### src/rtl/sitoa_pkg.sv
package sitoa_pkg;

  localparam int unsigned NumBits   = 32;
  localparam int unsigned NumDigits = 10;
  localparam int unsigned BcdWidth  = 4 * NumDigits;
  localparam int unsigned CharWidth = 6;

  localparam logic [CharWidth-1:0] AsciiZero    = 6'd48;
  localparam logic [CharWidth-1:0] AsciiMinus   = 6'd45;
  localparam logic [CharWidth-1:0] AsciiNewline = 6'd10;

  typedef enum logic [2:0] {
    ST_IDLE,
    ST_SIGN,
    ST_CONV,
    ST_DIGITS,
    ST_NEWLINE
  } state_t;

endpackage

### src/rtl/signed_int_to_decimal_ascii_top.sv
// Channel   Direction  Signals                   Handshake
// request   in         value[31:0] (signed)      accepted when start && !busy
// result    out        char_code[5:0], last      valid for one cycle while strobe
//
// Every request runs a sign step, a shift-and-add-3 binary-to-BCD loop (one
// magnitude bit per cycle), a scan of the ten BCD digits most significant
// first, and a newline step.
// busy is high from the cycle after acceptance until the newline is shown.
// Reset (rst, synchronous) returns the controller to idle and drops any run.
// Results cannot be stalled; each character appears for exactly one cycle.
module signed_int_to_decimal_ascii_top (
  input  logic                                  clk,
  input  logic                                  rst,
  input  logic                                  start,
  output logic                                  busy,
  input  logic signed [sitoa_pkg::NumBits-1:0]  value,
  output logic                                  strobe,
  output logic        [sitoa_pkg::CharWidth-1:0] char_code,
  output logic                                  last
);

  sitoa_pkg::state_t state, state_next;

  logic [sitoa_pkg::NumBits-1:0]  mag;
  logic                           neg;
  logic [sitoa_pkg::BcdWidth-1:0] bcd;
  logic [sitoa_pkg::BcdWidth-1:0] bcd_adj;
  logic [4:0]                     bit_cnt;
  logic [3:0]                     dig_cnt;
  logic                           started;
  logic [3:0]                     top_digit;
  logic                           digit_shown;

  assign top_digit = bcd[sitoa_pkg::BcdWidth-1 -: 4];

  // A digit is printed once a nonzero digit has been seen, and the ones
  // digit is always printed so that zero reads as a single '0'.
  assign digit_shown = started || (top_digit != 4'd0) || (dig_cnt == 4'd1);

  // Add-3 correction on every digit that is five or more, ahead of the shift.
  always_comb begin
    bcd_adj = bcd;
    for (int i = 0; i < sitoa_pkg::NumDigits; i++) begin
      if (bcd[4*i +: 4] >= 4'd5) begin
        bcd_adj[4*i +: 4] = bcd[4*i +: 4] + 4'd3;
      end
    end
  end

  always_ff @(posedge clk) begin
    if (rst) begin
      state <= sitoa_pkg::ST_IDLE;
    end else begin
      state <= state_next;
    end
  end

  always_comb begin
    state_next = state;
    busy       = 1'b1;
    strobe     = 1'b0;
    char_code  = sitoa_pkg::AsciiZero;
    last       = 1'b0;
    case (state)
      sitoa_pkg::ST_IDLE: begin
        busy = 1'b0;
        if (start) begin
          state_next = sitoa_pkg::ST_SIGN;
        end
      end
      sitoa_pkg::ST_SIGN: begin
        strobe     = neg;
        char_code  = sitoa_pkg::AsciiMinus;
        state_next = sitoa_pkg::ST_CONV;
      end
      sitoa_pkg::ST_CONV: begin
        if (bit_cnt == 5'(sitoa_pkg::NumBits - 1)) begin
          state_next = sitoa_pkg::ST_DIGITS;
        end
      end
      sitoa_pkg::ST_DIGITS: begin
        strobe    = digit_shown;
        char_code = sitoa_pkg::AsciiZero + {2'b00, top_digit};
        if (dig_cnt == 4'd1) begin
          state_next = sitoa_pkg::ST_NEWLINE;
        end
      end
      sitoa_pkg::ST_NEWLINE: begin
        strobe     = 1'b1;
        char_code  = sitoa_pkg::AsciiNewline;
        last       = 1'b1;
        state_next = sitoa_pkg::ST_IDLE;
      end
      default: begin
        state_next = sitoa_pkg::ST_IDLE;
      end
    endcase
  end

  always_ff @(posedge clk) begin
    case (state)
      sitoa_pkg::ST_IDLE: begin
        mag     <= value;
        neg     <= value[sitoa_pkg::NumBits-1];
        bcd     <= '0;
        bit_cnt <= '0;
        dig_cnt <= 4'(sitoa_pkg::NumDigits);
        started <= 1'b0;
      end
      sitoa_pkg::ST_SIGN: begin
        // The magnitude of the most negative value still fits 32 unsigned bits.
        if (neg) begin
          mag <= ~mag + 1'b1;
        end
      end
      sitoa_pkg::ST_CONV: begin
        bcd     <= {bcd_adj[sitoa_pkg::BcdWidth-2:0], mag[sitoa_pkg::NumBits-1]};
        mag     <= {mag[sitoa_pkg::NumBits-2:0], 1'b0};
        bit_cnt <= bit_cnt + 5'd1;
      end
      sitoa_pkg::ST_DIGITS: begin
        bcd     <= {bcd[sitoa_pkg::BcdWidth-5:0], 4'd0};
        dig_cnt <= dig_cnt - 4'd1;
        started <= digit_shown;
      end
      default: begin
      end
    endcase
  end

endmodule
### config.mk
export PLATFORM = sky130hd
export DESIGN_NAME = signed_int_to_decimal_ascii_top
export DESIGN_NICKNAME = d
export VERILOG_FILES = /design/src/rtl/sitoa_pkg.sv /design/src/rtl/signed_int_to_decimal_ascii_top.sv
export SDC_FILE = /design/constraint.sdc
export NUM_CORES = 1
export LEC_CHECK = 0
export ABC_CLOCK_PERIOD_IN_PS = 3400
export BUFFER_PORTS_ARGS = -buffer_cell sky130_fd_sc_hd__buf_2
export CELL_PAD_IN_SITES_DETAIL_PLACEMENT = 1
export CELL_PAD_IN_SITES_GLOBAL_PLACEMENT = 2
export CORE_AREA = 2 2 121 123
export CTS_CLUSTER_DIAMETER = 80
export DETAILED_ROUTE_END_ITERATION = 10
export DIE_AREA = 0 0 123 125
export HOLD_SLACK_MARGIN = 0.15
export PLACE_DENSITY = 0.8
export SYNTH_ARGS = -nofsm -noshare
export SYNTH_HDL_FRONTEND = slang
export SYNTH_SLANG_ARGS = --single-unit
### constraint.sdc
create_clock -name clk -period 3.4 [get_ports clk]
set_clock_uncertainty 0.1 [all_clocks]
set_input_delay 0.34 -clock clk [delete_from_list [all_inputs] [get_ports clk]]
set_output_delay 0.34 -clock clk [all_outputs]
set_load 0.02 [all_outputs]
### Yosys cells after proc, flatten, opt, wreduce, memory -nomap -nowiden

Cells that the tools add are included.

* flip-flop bits (word level): 86
* output and inout bits: 9
* word-level logic and storage cells: 76

* add/sub/neg operators: 14
* $lt $le $gt $ge: 10
* equal/unequal tests: 10
* muxes and demuxes: 24
* bitwise gates (word level): 1
* reduce and logical (&&, ||, !) cells: 10

Operators with widths (number)
* 40-bit case mux with 3 select lines: 1
* 32-bit case mux with 3 select lines: 1
* 4-bit by 3-bit greater-or-equal comparator with 1-bit output (second input constant): 10
* 4-bit by 2-bit adder with 4-bit output (second input constant): 9
* 4-bit two-way mux: 9
* 32-bit by 1-bit adder with 32-bit output (second input constant): 1
* 32-bit two-way mux: 1
* 32-bit NOT: 1
* 6-bit case mux with 3 select lines: 1
* 3-bit two-way mux: 4
* 3-bit case mux with 4 select lines: 1
* 5-bit case mux with 2 select lines: 1
* 2-bit inequality test (second input constant): 4
* 4-bit case mux with 2 select lines: 1
* 5-bit by 5-bit adder with 6-bit output (first input constant): 1
* 3-bit by 2-bit == test with 1-bit output (second input constant): 2
* 3-bit nonzero test: 2
* 5-bit by 1-bit adder with 5-bit output (second input constant): 1
* 5-bit == test (second input constant): 1
* 4-bit by 1-bit == test with 1-bit output (second input constant): 1
* 2-bit nonzero test: 2
* 4-bit nonzero test: 1
* 4-bit by 1-bit subtractor with 4-bit output (second input constant): 1
* 3-bit by 2-bit adder with 3-bit output (second input constant): 1
* other kinds (9): 11

### Depth between registers and ports, before layout

* depth after elaboration: 4
* mapped depth: 8
* mapped depth without buffers: 7

### Worst setup path before layout

Ideal clock, no wire load.

* path type: register to register
* start point: register state[0]
* end point: register bcd[0] (netlist bit) (enable)
* arrival: 2.484 ns
* path slack: 0.365 ns
* stages on the path, launching flop included: 3
* path buffers: 1
* cells stage by stage: dfxtp_1 -> clkbuf_1 -> a21oi_1

* longest elaborated chain between the ends: 2

RTL lines
* start: declaration: RTL line signed_int_to_decimal_ascii_top.sv:22 `sitoa_pkg::state_t state, state_next;`
* start signal: assignment: RTL line signed_int_to_decimal_ascii_top.sv:52 `state <= sitoa_pkg::ST_IDLE;`
* start signal: assignment: RTL line signed_int_to_decimal_ascii_top.sv:54 `state <= state_next;`
* 3-bit by 2-bit == test with 1-bit output or 3-bit zero test (tied branches): RTL line signed_int_to_decimal_ascii_top.sv:101 `case (state)`
* 3-bit nonzero test (no line) *
* end signal: assignment: RTL line signed_int_to_decimal_ascii_top.sv:117 `bcd <= {bcd_adj[sitoa_pkg::BcdWidth-2:0], mag[sitoa_pkg::NumBits-1]};`
* end signal: assignment: RTL line signed_int_to_decimal_ascii_top.sv:122 `bcd <= {bcd[sitoa_pkg::BcdWidth-5:0], 4'd0};`
* end: declaration: RTL line signed_int_to_decimal_ascii_top.sv:26 `logic [sitoa_pkg::BcdWidth-1:0] bcd;`

Mark *: on every way between the ends. The rest lies on a longest branch, timed or not.
A chain may end at the register's enable or synchronous reset.

### Worst setup path in the final report

* start point: register state[0]
* end point: output port strobe

* longest elaborated chain between the ends: 2

RTL lines
* 3-bit == test, or another cell as far along: RTL line signed_int_to_decimal_ascii_top.sv:64 `case (state)`
* 1-bit case mux with 3 select lines *: RTL line signed_int_to_decimal_ascii_top.sv:64
* end: declaration: RTL line signed_int_to_decimal_ascii_top.sv:17 `output logic strobe,`

Marked as above.

==> results.sh <==
export IMPL_holdPathEnd="mag[2]"
export IMPL_start_util_pct=37.6
export IMPL_syn_nets=591
export IMPL_worstMarginPinSlew_ps=770
export IMPL_r2r_cells=5
export IMPL_p_per_area_nw_per_um2=496
export IMPL_antenna_found_initial=1
export IMPL_fin_setup_tns_ps=0
export IMPL_htree_levels=3
export IMPL_hp_start="value[2]"
export IMPL_dp_hpwl_um=9240
export IMPL_hold_viol=0
export IMPL_ys_seq_area_share_pct=47.8
export IMPL_die_h_um=125
export IMPL_num_rows=44
export IMPL_wl_um=13400
export IMPL_rsz0062_at_grt="no"
export IMPL_layout_min_cycle_time_ps=2540
export IMPL_r2r_slack_ps=880
export IMPL_grt_start_max_net_pins=42
export IMPL_cts_resized=0
export IMPL_rr_endpoint="mag[29]"
export IMPL_clk_pin_slew_ps=60
export IMPL_synth_top_cell_area_share_pct=46.6
export IMPL_fmax_ghz=0.393
export IMPL_layout_drive_gt1_share_pct=13.7
export IMPL_vias=4194
export IMPL_r2r_start="mag[7]"
export IMPL_synth_cell_type_count=50
export IMPL_io_pins=44
export IMPL_drv_slew=0
export IMPL_cts_setup_buffers=0
export IMPL_critPathKind="flop to primary output"
export IMPL_ys_flop_type="edfxtp_1"
export IMPL_routabilityCongestion=0.763
export IMPL_grt_pass1_vias=4460
export IMPL_core_area_sq_um=14200
export IMPL_nets=635
export IMPL_synth_most_common_cell="edfxtp_1"
export IMPL_status="completed"
export IMPL_synth_largest_area_cell="edfxtp_1"
export IMPL_synth_common_cells="edfxtp_1, o21ai_0, nand2_1, a21oi_1, nor2_1"
export IMPL_synthTopCellsByArea="edfxtp_1, ha_1, o21ai_0"
export IMPL_start_kind="flop"
export IMPL_fin_crit_sh_pct=74.8
export IMPL_holdWs_ps=186
export IMPL_crit_required_ps=2960
export IMPL_grt_first_pass_wirelength_um=22500
export IMPL_async_flop_share_pct=0
export IMPL_crit_fanout=10
export IMPL_io_buffers=43
export IMPL_diodes=0
export IMPL_yosysWarnings=0
export IMPL_postSynthAreaPerCell_sq_um=10.1
export IMPL_total_leakage_power_nw=2.27
export IMPL_wl_per_cell_um=17.6
export IMPL_drcViolationCount=0
export IMPL_die_area_sq_um=15400
export IMPL_drtIter0Drc=237
export IMPL_clock_sinks=86
export IMPL_hold_path_class="input port to flop"
export IMPL_insertion_delay_ps=350
export IMPL_whs_path_depth=3
export IMPL_fillCellCount=1619
export IMPL_clock_path_buffers=2
export IMPL_die_w_um=123
export IMPL_area_growth_pct=13.8
export IMPL_cts_tree="built"
export IMPL_cp_arrival_ps=2100
export IMPL_cts_buffers=9
export IMPL_cap_viol_max_count=0
export IMPL_crit_path_end_kind="primary output"
export IMPL_overflow=0
export IMPL_ir_worst_vdd_mv=0.201
export IMPL_slew_headroom_pct=48.5
export IMPL_dr_pass1_iters=4
export IMPL_hold_buffers=2
export IMPL_via_per_inst=5.51
export IMPL_synth_cells=530
export IMPL_cts_root_buf="clkbuf_16"
export IMPL_synth_area_sq_um=5340
export IMPL_setup_viol=0
export IMPL_synth_edff_count=83
export IMPL_grt_usage_pct=18.5
export IMPL_drtAntennaViolNets=0
export IMPL_ys_ff_latch=86
==> area by class of cell <==
cell class	instances	area, sq um	share of cell area, %
tap	184	230	3.79
multi-input combinational	390	2590	42.6
sequential	86	2550	42.0
clock buffer	10	229	3.77
timing repair buffer	56	343	5.64
clock inverter	4	16.3	0.268
inverter	31	116	1.91
==> worst max path at each step <==
stage | startpoint | cells after the start | endpoint
finish | state[0] | 5 | strobe
global placement | mag[7] | 5 | mag[29]
floorplan | state[0] | 2 | bcd[0]
CTS | dig_cnt[1] | 7 | strobe
global route | state[0] | 5 | strobe
detailed placement | mag[7] | 5 | mag[29]
==> layer usage <==
layer | track usage (%) | vias to the layer above | wire [um]
met5 | 0 | - | 12
li1 | - | 2062 | -
met3 | 4.84 | 11 | 462
met2 | 31.3 | 50 | 6640
met4 | 4.14 | 2 | 119
met1 | 23.8 | 2069 | 6160
==> cell families after synthesis <==
| family | count (synthesis) | synth area share, % |
|---|---|---|
| AO/OA/AOI/OAI | 165 | 18.6 |
| AND/OR/NAND/NOR | 154 | 15.7 |
| flip-flops | 86 | 47.8 |
| buffers and inverters | 54 | 4.10 |
| XOR/XNOR | 38 | 6.23 |
| adder cells (fa/ha/maj) | 26 | 6.09 |
| multiplexers | 7 | 1.47 |
==> sequential cells by signal, indices dropped and copies added, names as in the netlist <==
signal / count
started: 1
bit_cnt: 5
bcd: 40
state: 3
mag: 32
dig_cnt: 4
neg: 1
==> report_power, final <==
| part | switching, mW | total (mW) | internal, mW |
|---|---|---|---|
| clock network | 0.405 | 0.884 | 0.479 |
| logic | 0.351 | 0.615 | 0.265 |
| registers | 0.173 | 1.51 | 1.34 |
==> worst max-delay path, stage by stage, from the launching register on <==
cell and delay (ps):
dfxtp_1 610, nor2b_1 310, nand2_1 290, nor2_1 260, a211o_1 130, buf_2 160
==> cells in the final DEF (no fill, tap or decap), drive strengths merged, types with 2 or more instances in the layout <==
| cell type | instances |
|---|---|
| and3 | 4 |
| xor2 | 15 |
| a22oi | 24 |
| dlygate4sd3 | 2 |
| nand2 | 36 |
| nor2 | 32 |
| o21ai | 67 |
| a221o | 2 |
| nand3b | 3 |
| mux2 | 7 |
| a21oi | 34 |
| clkinv | 4 |
| a22o | 6 |
| o22ai | 13 |
| nand4 | 6 |
| nand3 | 4 |
| clkbuf | 10 |
| or3 | 6 |
| buf | 54 |
| nor4 | 7 |
| xnor2 | 23 |
| nor3 | 16 |
| ha | 26 |
| a31oi | 2 |
| nand2b | 13 |
| nor3b | 16 |
| o32ai | 3 |
| edfxtp | 83 |
| a221oi | 5 |
| inv | 31 |
| or4 | 2 |
| dfxtp | 3 |
| o31ai | 2 |
| nor2b | 5 |
==> per-stage QoR <==
stage	utilization (%)	cell area (sq um)	total power [mW]	cells	setup slack, ps
after floorplan	-	5340	1.94	530	365
after global placement	40.9	5810	2.12	745	949
after detailed placement	40.9	5810	2.15	745	923
after CTS	42.8	6080	3.06	761	830
after global routing	42.8	6080	3.19	761	679
final	42.8	6080	3.01	761	857
No activity file was read; power rests on OpenSTA's default activity.
